===== src/hdl/dsm_pkg.sv =====
`default_nettype none
// ----------------------------------------------------------------------------
// dsm_pkg
// Shared types and constants of the directional 3x3 smoothing filter.
// ----------------------------------------------------------------------------
package dsm_pkg;

    localparam int CFG_DATA_W  = 11;
    localparam int CFG_INDEX_W = 4;
    localparam int ROW_W       = 11;
    localparam int MAX_HEIGHT  = 1024;
    localparam int MIN_DIM     = 3;
    localparam int RESET_DIM   = 512;
    localparam int DIR_W       = 3;

    typedef enum logic [CFG_INDEX_W-1:0] {
        REG_FRAME_WIDTH  = CFG_INDEX_W'(0),
        REG_FRAME_HEIGHT = CFG_INDEX_W'(1)
    } cfg_reg_t;

    typedef enum logic [DIR_W-1:0] {
        DIR_VERTICAL,
        DIR_HORIZONTAL,
        DIR_DIAG_MAIN,
        DIR_DIAG_ANTI,
        DIR_BORDER
    } dir_t;

    // Per-item control that travels down the pipeline next to the data
    typedef struct packed {
        logic emit;
        logic tail;
        logic interior;
        logic last;
    } tag_t;

endpackage
`default_nettype wire


===== src/hdl/dsm_window.sv =====
`default_nettype none
// ----------------------------------------------------------------------------
// dsm_window
// 3x3 window shift and the four directional three-pixel sums.
// ----------------------------------------------------------------------------
module dsm_window import dsm_pkg::*; #(
    parameter int  PIXEL_BITS = 8,
    localparam int SUM_W      = PIXEL_BITS + 2
) (
    input  logic                       clk,
    input  logic                       rst_n,
    input  logic                       adv,
    input  logic                       s1_valid,
    input  logic                       s1_shift,
    input  tag_t                       s1_tag,
    input  logic                       s1_bank,
    input  logic [PIXEL_BITS-1:0]      s1_pixel,
    input  logic [PIXEL_BITS-1:0]      rd_data0,
    input  logic [PIXEL_BITS-1:0]      rd_data1,
    output logic                       s2_valid,
    output tag_t                       s2_tag,
    output logic [PIXEL_BITS-1:0]      s2_center,
    output logic [3:0][SUM_W-1:0]      s2_sum
);

    logic [8:0][PIXEL_BITS-1:0] win_reg;
    logic [8:0][PIXEL_BITS-1:0] win_next;
    logic [PIXEL_BITS-1:0]      top;
    logic [PIXEL_BITS-1:0]      mid;
    logic                       s2_valid_reg;
    tag_t                       s2_tag_reg;
    logic [PIXEL_BITS-1:0]      s2_center_reg;
    logic [3:0][SUM_W-1:0]      s2_sum_reg;

    function automatic logic [SUM_W-1:0] sum3(input logic [PIXEL_BITS-1:0] a,
                                              input logic [PIXEL_BITS-1:0] b,
                                              input logic [PIXEL_BITS-1:0] c);
        return SUM_W'(a) + SUM_W'(b) + SUM_W'(c);
    endfunction

    // bank of the current row holds row-2, the other bank row-1
    always_comb
    begin
        top = s1_bank ? rd_data1 : rd_data0;
        mid = s1_bank ? rd_data0 : rd_data1;
        for (int k = 0; k < 3; k++)
        begin
            win_next[k*3]     = win_reg[k*3+1];
            win_next[k*3 + 1] = win_reg[k*3+2];
        end
        win_next[2] = top;
        win_next[5] = mid;
        win_next[8] = s1_pixel;
    end

    always_ff @(posedge clk or negedge rst_n)
    begin
        if (!rst_n)
        begin
            win_reg      <= '0;
            s2_valid_reg <= 1'b0;
        end
        else if (adv)
        begin
            if (s1_valid && s1_shift)
            begin
                win_reg <= win_next;
            end
            s2_valid_reg <= s1_valid && s1_tag.emit;
        end
    end

    // tail beats carry the stored pixel straight through as the center
    always_ff @(posedge clk)
    begin
        if (adv)
        begin
            s2_tag_reg    <= s1_tag;
            s2_center_reg <= s1_tag.tail ? top : win_next[4];
            s2_sum_reg[0] <= sum3(win_next[1], win_next[4], win_next[7]);
            s2_sum_reg[1] <= sum3(win_next[3], win_next[4], win_next[5]);
            s2_sum_reg[2] <= sum3(win_next[0], win_next[4], win_next[8]);
            s2_sum_reg[3] <= sum3(win_next[2], win_next[4], win_next[6]);
        end
    end

    assign s2_valid  = s2_valid_reg;
    assign s2_tag    = s2_tag_reg;
    assign s2_center = s2_center_reg;
    assign s2_sum    = s2_sum_reg;

endmodule
`default_nettype wire


===== config.mk =====
export PLATFORM = sky130hd
export DESIGN_NAME = dsm_window
export DESIGN_NICKNAME = d
export VERILOG_FILES = /design/src/hdl/dsm_pkg.sv /design/src/hdl/dsm_window.sv
export SDC_FILE = /design/constraint.sdc
export NUM_CORES = 1
export LEC_CHECK = 0
export BUFFER_PORTS_ARGS = -buffer_cell sky130_fd_sc_hd__clkbuf_2
export CAP_MARGIN = 10
export CORE_MARGIN = 2
export CORE_UTILIZATION = 57
export CTS_CLUSTER_SIZE = 8
export DETAILED_ROUTE_END_ITERATION = 7
export PLACE_DENSITY = 0.8
export SYNTH_ARGS = -nofsm -noshare
export SYNTH_HDL_FRONTEND = slang
export SYNTH_SLANG_ARGS = --single-unit

===== constraint.sdc =====
create_clock -name clk -period 3.4 [get_ports clk]
set_clock_uncertainty 0.2 [all_clocks]
set_input_delay 0.34 -clock clk [delete_from_list [all_inputs] [get_ports clk]]
set_output_delay 0.34 -clock clk [all_outputs]
set_load 0.02 [all_outputs]

Word-level counts from Yosys, hierarchy flattened:

Index checks and enable logic that the tools add are counted.

* output and inout bits: 53
* logic and storage cells: 30
* register bits: 101
* input port bits: 34

* add/subtract/negate cells: 8
* reductions and logical operators: 3
* muxes and demuxes: 3

Operator list (number)
* adder 9 x 8 -> 10 bit: 4
* adder 8 x 8 -> 9 bit: 4
* 2-to-1 mux 8 bit: 3
* logical AND 1 bit: 2
* AND reduction 2 bit: 1

Depth between registers and ports, before layout:

* word-level depth: 3
* mapped depth: 11
* mapped depth without buffers: 9

Worst setup path after synthesis:

No wires, ideal clock.

* path type: input to register
* start point: input port s1_bank
* end point: register s2_sum_reg, in the netlist s2_sum[39] (data pin)
* data required time: 2.934 ns
* setup time: 0.266 ns
* setup slack: 0.339 ns
* arrival time: 2.595 ns
* path buffers: 2
* cell stages on the path: 11
* cell sequence: buf_6 > buf_6 > mux2i_1 > inv_1 > fa_1 > ha_1 > fa_1 > a21oi_1 > o21ai_0 > nor4_1 > a211oi_1

* longest elaborated chain between the ends: 3

Ends and longest elaborated chain
* start: declaration: line dsm_window.sv:16 `input logic s1_bank,`
* 2-to-1 mux 8 bit: line dsm_window.sv:44 `top = s1_bank ? rd_data1 : rd_data0;`
* via top[1]: line dsm_window.sv:28 `logic [PIXEL_BITS-1:0] top;`
* adder 8 x 8 -> 9 bit: line dsm_window.sv:38 `return SUM_W'(a) + SUM_W'(b) + SUM_W'(c);`
* adder 9 x 8 -> 10 bit: line dsm_window.sv:38
* end: declaration: line dsm_window.sv:33 `logic [3:0][SUM_W-1:0] s2_sum_reg;`

The timed path passes the listed nets, and every way through them passes these cells.
A chain may end at the register's enable or synchronous reset.

Worst setup path in the final report:

* start point: register win_reg, in the netlist win_next[33]
* end point: register s2_sum_reg, in the netlist s2_sum[9] (data pin)

* longest elaborated chain between the ends: 2

Ends and longest elaborated chain
* start: declaration: line dsm_window.sv:26 `logic [8:0][PIXEL_BITS-1:0] win_reg;`
* start signal: assignment: line dsm_window.sv:67 `win_reg <= win_next;`
* adder 8 x 8 -> 9 bit: line dsm_window.sv:38
* adder 9 x 8 -> 10 bit: line dsm_window.sv:38

No other way between the ends.

==> results.md <==
- FILL cells: 674
- CTS clk-pin slew, worst paths: 0.09 ns
- Dpl cell area: 6062 µm²
- Syn_nets: 518
- Crit share post-route: 87.72%
- Vias post-DR: 3585
- Most frequent cells in the layout: 86 x clkbuf_2, 52 x edfxtp_1, 49 x dfrtp_1, 42 x inv_1, 36 x fa_1
- Area grow syn2layout: 14.53%
- Clock tree buffer depth: 2
- LEAKAGE: 0.002853 µW
- First-pass GRT wire length: 17770 µm
- Syn Area/Cell: 13.08 µm²
- Max_cap viols: 0
- TritonRoute pass-1 iters: 5
- Met3 routed WL: 553 µm
- Die Wd: 102.2 µm
- Status: complete, no violations
- Design area: 6291 µm²
- Root Buffer: clkbuf_8
- Core Box Area: 9284 µm²
- N_diodes: 0
- Number of port buffers: 86
- Commonest non-fill, non-tap cell in the layout: clkbuf_2
- Worst setup EP type: flop
- Crit path max-delay cell type: dfrtp_1
- CP startpoint kind: flop
- Setup TNS: 0 ns
- Fmax: 335.3 MHz
- Crit-path max FO: 7
- Starting Density: 59.16%
- CTS-repair resized insts: 0
- Die Y: 102.2 µm
- Minimum clock period: 2.982 ns
- M1 WL: 4774 µm
- Synth Instances: 420
- Wire per inst: 16.73 µm
- Critical path cell sequence: fa_1 -> ha_1 -> fa_1 -> a21oi_1 -> o21ai_0 -> nor4_1 -> a211oi_1
- Max reg flops: 48
- Crit path required time: 3.31 ns
- DP Wirelength: 8198 µm
- Total grt overflow: 0
- Die ar.: 10440 µm²
- Sequential-to-total area share from yosys stat: 50.75%
- Most common cell on crit path: fa_1
- CTS tree: done
- WL final: 10890 µm
- Hold Vio Cnt, Final: 0
- TritonCTS Sinks: 101
- Min-delay src: s1_valid
- Final Max Tran Viols: 0
- Layout net count: 615
- RR Startpoint: win_next[33]
- Worst slew margin: 42.81%
- Pwr Density: 869.8 nW/µm²
- Largest net degree at the start of global routing: 55
- DR vias/cell: 5.507
- WS Path Type: reg -> reg
- Skew-Pair Late Insertion Delay: 0.36 ns
- Synth Cell Area: 5493 µm²
- Worst Tran Pin Value: 0.8578 ns
- H-Tree Depth: 3
- Final worst setup slack: 0.4176 ns
- Highest routed layer: met4
- Peak VDD IR: 0.5342 mV
- Met2 WL: 5321 µm
- Detail Route Antenna Nets: 0
- GP Congestion: 0.8489
- Critical path's largest stage delay: 0.56 ns
- Row cnt: 35
- IO Count: 87
- Largest cells by area after synthesis: edfxtp_1 28%, dfrtp_1 22%, fa_1 13%, mux2_2 6.6%, ha_1 6.4%
- Setup WS pre-CTS: 0.08789 ns
- Cell taking the most area after synthesis: edfxtp_1
- Setup violations, final: 0
- Initial antenna violation count: 0
- Unrepaired setup endpoints after global routing: false
- Worst EP arrival: 2.89 ns
- Yosys top cell area share: 28.43%
- Synth cell types: 28
- Layout cells sized above 1: 27.78%
- Worst setup path start: win_next[33]
- Initial drt markers: 150
- CTS Buf Count: 9
- DRC: 0
- Ys Warns: 0
- Layout Utilization: 67.76%
- Vias in the first global route: 3706
- Total GRT Usage: 22.76%
- Postcts setup bufs: 0
- Tightest Hold Check Type: in -> reg
- Hold Buf Count CTS: 4
- Flops & latches, synth: 101
Yosys cell counts:
cell type and number:
a211oi_1 11, a21o_1 4, a21oi_1 32, buf_1 1, buf_2 3, buf_6 4, clkbuf_1 3, dfrtp_1 49
edfxtp_1 52, fa_1 36, ha_1 28, inv_1 42, mux2_2 32, mux2_4 4, mux2i_1 10, nand2_1 26
nand3_1 1, nand3_2 1, nor2_1 13, nor4_1 6, o211ai_1 4, o21a_1 2, o21ai_0 32, o21ai_1 1
o21bai_1 2, o311ai_1 1, xnor2_1 10, xor2_1 10
worst max-delay path: cells and delay by family, from the launching register on:
| family | cells | cell delay [ns] |
|---|---|---|
| AO/OA/AOI/OAI | 3 | 0.56 |
| adder cells (fa/ha/maj) | 3 | 1.20 |
| flip-flops | 1 | 0.56 |
| AND/OR/NAND/NOR | 1 | 0.19 |
worst paths after layout:
check	depth (start not counted)	slack [ns]	to
max	7	0.42	s2_sum[9]
min	3	0.04	s2_valid
max reg2reg	7	0.42	s2_sum[9]
min reg2reg	2	0.29	win_next[24]
max in group asynchronous	3	1.82	win_next[60]
min in group asynchronous	2	0.41	win_next[56]
stage by stage:
stage	hold WS, ns	total power (µW)	cells
2_1_floorplan	-0.1556	3959	420
3_3_place_gp	0.2613	4581	631
3_5_place_dp	0.2706	4698	631
4_1_cts	0.03273	5481	651
5_1_grt	0.05541	5885	651
6_report	0.04430	5472	651
area by class of cell:
class	count	area (µm²)	share of cell area [%]
clock inverters	7	65.06	1.034
inverters	42	157.7	2.506
repair buffers	97	523.0	8.313
clock buffers	9	123.9	1.969
well taps	129	161.4	2.566
multi-input cells	266	2472	39.30
flip-flops and latches	101	2788	44.31
where the power goes:
part | switching, µW | internal (µW) | leakage, µW
combinational | 1560 | 1110 | 0.00164
sequential | 213 | 1830 | 0.00111
clock | 416 | 337 | 0.0000968
total | 2190 | 3280 | 0.00285
cell families (layout without fill, tap and decap cells):
logic type      count (synthesis)  in the layout  share of synthesized area [%]
flops                         101            101                          50.75
compound gates                 89             89                          9.225
fa+ha+maj                      64             64                          19.50
buf+inv                        53            155                          4.237
simple gates                   47             47                          3.622
mux                            46             46                          9.476
xor+xnor                       20             20                          3.189
metal layers:
metal	vias to the layer above	GRT usage [%]
li1	1666	-
met1	1746	31.01
met2	146	37.25
met5	-	0
met4	0	8.615
met3	27	3.694
Note: power is estimated with default switching activity, not from simulation.
