--- config.mk ---
export PLATFORM = sky130hd
export DESIGN_NAME = dsm_select
export DESIGN_NICKNAME = d
export VERILOG_FILES = /design/src/hdl/dsm_pkg.sv /design/src/hdl/dsm_select.sv
export SDC_FILE = /design/constraint.sdc
export NUM_CORES = 1
export LEC_CHECK = 0
export BUFFER_PORTS_ARGS = -buffer_cell sky130_fd_sc_hd__clkbuf_2
export CORE_MARGIN = 3
export CORE_UTILIZATION = 54
export CTS_CLUSTER_DIAMETER = 40
export DETAILED_ROUTE_END_ITERATION = 7
export PLACE_DENSITY = 0.73
export SLEW_MARGIN = 20
export SYNTH_ARGS = -nofsm -noshare
export SYNTH_HDL_FRONTEND = slang
export SYNTH_SLANG_ARGS = --single-unit
--- constraint.sdc ---
create_clock -name clk -period 23.6 [get_ports clk]
set_clock_uncertainty 0.2 [all_clocks]
set_input_delay 4.72 -clock clk [delete_from_list [all_inputs] [get_ports clk]]
set_output_delay 4.72 -clock clk [all_outputs]
set_load 0.1 [all_outputs]
--- src/hdl/dsm_pkg.sv ---
`default_nettype none
// ----------------------------------------------------------------------------
// dsm_pkg
// Shared types and constants of the directional 3x3 smoothing filter.
// ----------------------------------------------------------------------------
package dsm_pkg;

    localparam int CFG_DATA_W  = 11;
    localparam int CFG_INDEX_W = 4;
    localparam int ROW_W       = 11;
    localparam int MAX_HEIGHT  = 1024;
    localparam int MIN_DIM     = 3;
    localparam int RESET_DIM   = 512;
    localparam int DIR_W       = 3;

    typedef enum logic [CFG_INDEX_W-1:0] {
        REG_FRAME_WIDTH  = CFG_INDEX_W'(0),
        REG_FRAME_HEIGHT = CFG_INDEX_W'(1)
    } cfg_reg_t;

    typedef enum logic [DIR_W-1:0] {
        DIR_VERTICAL,
        DIR_HORIZONTAL,
        DIR_DIAG_MAIN,
        DIR_DIAG_ANTI,
        DIR_BORDER
    } dir_t;

    // Per-item control that travels down the pipeline next to the data
    typedef struct packed {
        logic emit;
        logic tail;
        logic interior;
        logic last;
    } tag_t;

endpackage
`default_nettype wire

--- src/hdl/dsm_select.sv ---
`default_nettype none
// ----------------------------------------------------------------------------
// dsm_select
// Divide the sums by three, pick the average closest to the center (border
// pixels keep the center) and register the result beat.
// ----------------------------------------------------------------------------
module dsm_select import dsm_pkg::*; #(
    parameter int  PIXEL_BITS = 8,
    localparam int SUM_W      = PIXEL_BITS + 2
) (
    input  logic                  clk,
    input  logic                  rst_n,
    input  logic                  adv,
    input  logic                  s2_valid,
    input  tag_t                  s2_tag,
    input  logic [PIXEL_BITS-1:0] s2_center,
    input  logic [3:0][SUM_W-1:0] s2_sum,
    output logic                  out_valid,
    output logic [PIXEL_BITS-1:0] out_pixel,
    output logic [DIR_W-1:0]      out_dir,
    output logic                  out_last
);

    // floor(x/3) as (x * ceil(2^RSH/3)) >> RSH, exact for x below 2^(RSH-1)
    localparam int                RSH    = SUM_W + 2;
    localparam int                PROD_W = SUM_W + RSH - 1;
    localparam logic [PROD_W-1:0] RECIP  = PROD_W'(((1 << RSH) + 2) / 3);

    logic [3:0][PROD_W-1:0]     prod;
    logic [3:0][PIXEL_BITS-1:0] avg_next;
    logic                       s3_valid_reg;
    tag_t                       s3_tag_reg;
    logic [PIXEL_BITS-1:0]      s3_center_reg;
    logic [3:0][PIXEL_BITS-1:0] s3_avg_reg;
    logic [PIXEL_BITS-1:0]      diff;
    logic [PIXEL_BITS-1:0]      best_diff;
    dir_t                       best_dir;
    logic [PIXEL_BITS-1:0]      best_val;
    dir_t                       sel_dir;
    logic [PIXEL_BITS-1:0]      sel_val;
    logic                       out_valid_reg;
    logic [PIXEL_BITS-1:0]      out_pixel_reg;
    dir_t                       out_dir_reg;
    logic                       out_last_reg;

    function automatic logic [PIXEL_BITS-1:0] abs_diff(input logic [PIXEL_BITS-1:0] a,
                                                       input logic [PIXEL_BITS-1:0] b);
        return (a > b) ? (a - b) : (b - a);
    endfunction

    always_comb
    begin
        for (int k = 0; k < 4; k++)
        begin
            prod[k]     = PROD_W'(s2_sum[k]) * RECIP;
            avg_next[k] = prod[k][RSH +: PIXEL_BITS];
        end
    end

    always_ff @(posedge clk or negedge rst_n)
    begin
        if (!rst_n)
        begin
            s3_valid_reg  <= 1'b0;
            out_valid_reg <= 1'b0;
        end
        else if (adv)
        begin
            s3_valid_reg  <= s2_valid;
            out_valid_reg <= s3_valid_reg;
        end
    end

    always_ff @(posedge clk)
    begin
        if (adv)
        begin
            s3_tag_reg    <= s2_tag;
            s3_center_reg <= s2_center;
            s3_avg_reg    <= avg_next;
            out_pixel_reg <= sel_val;
            out_dir_reg   <= sel_dir;
            out_last_reg  <= s3_tag_reg.last;
        end
    end

    // later direction wins a tie
    always_comb
    begin
        best_diff = abs_diff(s3_center_reg, s3_avg_reg[0]);
        best_dir  = DIR_VERTICAL;
        best_val  = s3_avg_reg[0];
        diff      = '0;
        for (int k = 1; k < 4; k++)
        begin
            diff = abs_diff(s3_center_reg, s3_avg_reg[k]);
            if (diff <= best_diff)
            begin
                best_diff = diff;
                best_dir  = dir_t'(k);
                best_val  = s3_avg_reg[k];
            end
        end
        if (s3_tag_reg.interior)
        begin
            sel_dir = best_dir;
            sel_val = best_val;
        end
        else
        begin
            sel_dir = DIR_BORDER;
            sel_val = s3_center_reg;
        end
    end

    assign out_valid = out_valid_reg;
    assign out_pixel = out_pixel_reg;
    assign out_dir   = out_dir_reg;
    assign out_last  = out_last_reg;

endmodule
`default_nettype wire

Yosys cells after proc, flatten, opt, wreduce, memory -nomap -nowiden
Cells that the tools add are included.

storage, ports and cells
  register bits = 56
  input port bits = 56
  output and inout port bits = 13
  logic and storage cells = 44

operators by class
  add/subtract/negate cells = 8
  multipliers = 4
  $lt $le $gt $ge = 7
  mux-type cells = 13

operators with widths
  cell                                                  count
  two-way mux 8 bit                                     10
  multiplier 10 x 10 -> 19 bit (second input constant)  4
  subtractor 8 bit                                      8
  greater-than comparator 8 bit                         4
  <= comparator 8 bit                                   3
  two-way mux 3 bit                                     2
  two-way mux 1 bit                                     1

Depth between registers and ports, before layout
  word-level depth = 9
  gate-level depth with buffers = 44
  mapped depth without buffers = 41

Worst setup path before layout
Ideal clock, no wire load.

  path kind = input to register
  from = in s2_sum[25] (netlist name)
  to = reg s3_avg_reg[23] (netlist name), data pin
  setup time = 0.260 ns
  data arrival time = 8.900 ns
  required time = 23.140 ns
  slack = 14.240 ns
  cell stages on the path = 16
  path buffers = 0
  path through = ha_1 > ha_1 > fa_1 > inv_1 > fa_1 > inv_1 > fa_1 > ha_1 > a211o_1 > a2111oi_0 > nor3b_1 > o31a_1 > o41ai_1 > o21bai_1 > a21oi_1 > xnor2_1

RTL lines
  element                 line              RTL
  start: declaration      dsm_select.sv:17  input logic [3:0][SUM_W-1:0] s2_sum,
  end signal: assignment  dsm_select.sv:80  s3_avg_reg <= avg_next;
  end: declaration        dsm_select.sv:34  logic [3:0][PIXEL_BITS-1:0] s3_avg_reg;

Worst setup path after layout
  from = reg s3_center_reg[0]
  to = reg out_pixel_reg[1], in the netlist out_pixel[1], data pin

on the way
  word-level cells in the longest chain between the ends = 9
  elaborated cells between the ends (all ways) = 25
  those cells by class = add/sub (8); order compare (7); mux (10)

ends and longest elaborated chain
  element                                                                   line               RTL
  start: declaration                                                        dsm_select.sv:33   logic [PIXEL_BITS-1:0] s3_center_reg;
  start signal: assignment                                                  dsm_select.sv:79   s3_center_reg <= s2_center;
  subtractor 8 bit / greater-than comparator 8 bit (equally long branches)  dsm_select.sv:48   return (a > b) ? (a - b) : (b - a);
  two-way mux 8 bit                                                         dsm_select.sv:48
  <= comparator 8 bit                                                       dsm_select.sv:97   if (diff <= best_diff)
  two-way mux 8 bit                                                         dsm_select.sv:97
  <= comparator 8 bit                                                       dsm_select.sv:97
  two-way mux 8 bit                                                         dsm_select.sv:97
  <= comparator 8 bit                                                       dsm_select.sv:97
  two-way mux 8 bit (*)                                                     dsm_select.sv:97
  two-way mux 8 bit (*)                                                     dsm_select.sv:104  if (s3_tag_reg.interior)
  named net sel_val[1]                                                      dsm_select.sv:40   logic [PIXEL_BITS-1:0] sel_val;
  end signal: assignment                                                    dsm_select.sv:81   out_pixel_reg <= sel_val;
  end: declaration                                                          dsm_select.sv:42   logic [PIXEL_BITS-1:0] out_pixel_reg;

Mark *: on every way through the listed nets, which the timed path passes. The rest lies on a longest branch.
A chain may end at the register's enable or synchronous reset.

==> results.json <==
{
  "crit_start": "s3_center_reg[0]",
  "num-nets-final": 1694,
  "ioPinCount": 69,
  "relSlewSlack": 0.2994,
  "largest_reg_flops": 32,
  "grt_pass1_wl_mm": 39.35,
  "cts_buffer_depth": 2,
  "synth-seq-cells": 56,
  "path_common_cell": "o21a_1",
  "syn_inst": 1167,
  "crit_slowest_cell": "o32ai_2",
  "gr-total-overflow": 0,
  "max_cap_viol_count": 0,
  "core_um2": 20620,
  "worstPathArrival_ns": 9.81,
  "r2r-start": "s3_center_reg[0]",
  "area_growth_pct": 6.790,
  "synth-seq-area-share": 0.1451,
  "gp_congestion": 0.8887,
  "min_period_ns": 9.996,
  "yosysTopAreaCellShare": 0.3411,
  "yosysWarnings": 0,
  "die_w_um": 152.0,
  "syn_nets": 1629,
  "netlist_area_um2": 11520,
  "vias": 8180,
  "drive_above_1_share": 0.07948,
  "slowest_delay_ns": 0.90,
  "grt_usage": 0.2031,
  "drtPass1Iterations": 5,
  "wl_met1_mm": 10.58,
  "synth.distinct_cells": 62,
  "min_path_type": "reg -> reg",
  "critical_path_peak_fanout": 23,
  "drtIter0Drc": 337,
  "dr_wl_met2_mm": 11.41,
  "die_area_um2": 23120,
  "synthTopCellsByCount": "ha_1 (314), inv_1 (251), fa_1 (92), nor2_1 (57)",
  "ff2ff_setup_slack_ns": 13.60,
  "hold_viol_final": 0,
  "status": "finished clean",
  "critical_path_class": "reg -> reg",
  "synthTopCellsByArea": "ha_1 (34%), fa_1 (16%), edfxtp_1 (14%)",
  "slew_violations": 0,
  "cts_tree": "built",
  "die_h_um": 152.0,
  "ant_nets": 0,
  "crit_end": "out_pixel[1]",
  "dr_wl_met3_um": 911,
  "cts_max_level": 2,
  "required_ns": 23.42,
  "fmax_mhz": 100.0,
  "worst_setup_path_end_kind": "flip-flop",
  "worstMarginPinSlew_ns": 1.051,
  "grt_pass1_vias": 8499,
  "synth.largest_area_cell": "ha_1",
  "diodes": 0,
  "fin_crit_sh": 0.4235,
  "fillerInstances": 1800,
  "synthFlopType": "edfxtp_1",
  "portBuffers": 66,
  "cts_buffers": 5,
  "clkTransAtPathRegs_ns": 0.08,
  "remaining_drc_errors": 0,
  "cts_resized": 0,
  "holdBufCountCts": 0,
  "place_hpwl_mm": 20.38,
  "synth_edf_count": 54,
  "rsz0062_at_grt": "false",
  "reg2reg_to": "out_pixel[1]",
  "wl_per_cell_um": 15.42,
  "setup_tns_ns": 0,
  "cts_root_buffer": "clkbuf_16",
  "crit_path_start_kind": "flip-flop",
  "async_flop_share": 0.03571,
  "start_util": 0.5584,
  "antenna_found_initial": 0,
  "syn_area_per_cell_um2": 9.869,
  "clk_latency_ns": 0.31,
  "reg2reg_depth": 39,
  "viasPerCell": 5.442,
  "num_rows": 52,
  "postCtsSetupRepairBufs": 0,
  "highest_layer": "met4",
  "setup_viol": 0,
  "grt_max_degree": 31,
  "routed_wl_mm": 23.18,
  "cts_sinks": 56,
  "synth_most_common_cell": "ha_1"
}
routing by layer:
layer | GRT usage | vias to the layer above
li1 | - | 4144
met1 | 0.2700 | 3912
met2 | 0.3601 | 105
met3 | 0.02190 | 19
met4 | 0.04195 | 0
met5 | 0 | -
placed cells by master, fill, tap and decap left out, types with 11 or more instances in the layout:
cell type | synthesis | final
nor2_1 | 57 | 57
clkbuf_2 | 0 | 66
o21a_1 | 26 | 26
o21ai_0 | 18 | 18
nand2_1 | 26 | 26
a31oi_1 | 11 | 11
ha_1 | 314 | 314
a21o_1 | 24 | 24
inv_1 | 251 | 251
fa_1 | 92 | 92
a21oi_1 | 37 | 37
mux2i_1 | 37 | 37
nor3_1 | 12 | 12
edfxtp_1 | 54 | 54
xnor2_1 | 54 | 54
cell families (layout without fill, tap and decap cells):
| family | count (synthesis) | in the layout | synth area share |
|---|---|---|---|
| simple gates | 134 | 134 | 0.05247 |
| xor+xnor | 62 | 62 | 0.04780 |
| compound gates | 194 | 194 | 0.1198 |
| mux | 49 | 49 | 0.04422 |
| buf+inv | 265 | 331 | 0.08854 |
| flops | 56 | 56 | 0.1451 |
| fa+ha+maj | 407 | 407 | 0.5020 |
worst min path at each step:
| stage | endpoint | slack [ns] | depth (start not counted) | from |
|---|---|---|---|---|
| finish | out_last | 0.24 | 0 | s3_tag_reg[0] |
| global route | out_last | 0.27 | 0 | s3_tag_reg[0] |
| CTS | out_last | 0.24 | 0 | s3_tag_reg[0] |
| detailed placement | out_last | 0.21 | 0 | s3_tag_reg[0] |
| global placement | out_last | 0.20 | 0 | s3_tag_reg[0] |
| floorplan | out_last | 0.20 | 0 | s3_tag_reg[0] |
metrics by stage:
step           cell area, µm²  utilization  hold slack (ns)  setup WS, ns  cells
2_1_floorplan           11520            -           0.2003         14.24   1167
3_3_place_gp            12150       0.5889           0.2029         13.71   1495
3_5_place_dp            12150       0.5889           0.2081         13.59   1495
4_1_cts                 12290       0.5960           0.2438         13.55   1503
5_1_grt                 12300       0.5963           0.2713         12.96   1503
6_report                12300       0.5963           0.2430         13.60   1503
layout make-up:
cell class,instances,area [µm²],area share
Inverter,253,949.7,0.07721
Clock buffer,5,125.1,0.01017
Multi-Input combinational cell,846,8833,0.7182
Tap cell,270,337.8,0.02747
Sequential cell,56,1672,0.1359
Timing Repair Buffer,70,360.3,0.02930
Clock inverter,3,21.27,0.001729
critical path, delay by kind of cell (launching register included):
| family | cells | cell delay (ns) |
|---|---|---|
| and+or+nand+nor | 7 | 0.99 |
| buffers and inverters | 5 | 1.19 |
| muxes | 2 | 0.82 |
| adders and majority gates | 6 | 1.75 |
| AOI/OAI and AO/OA | 18 | 3.88 |
| xor gates and xnor gates | 1 | 0.26 |
| DFF | 1 | 0.56 |
Power is left out: the tool's default activity adds up to more than one toggle a clock period on the data nets, which glitch-free logic cannot reach.
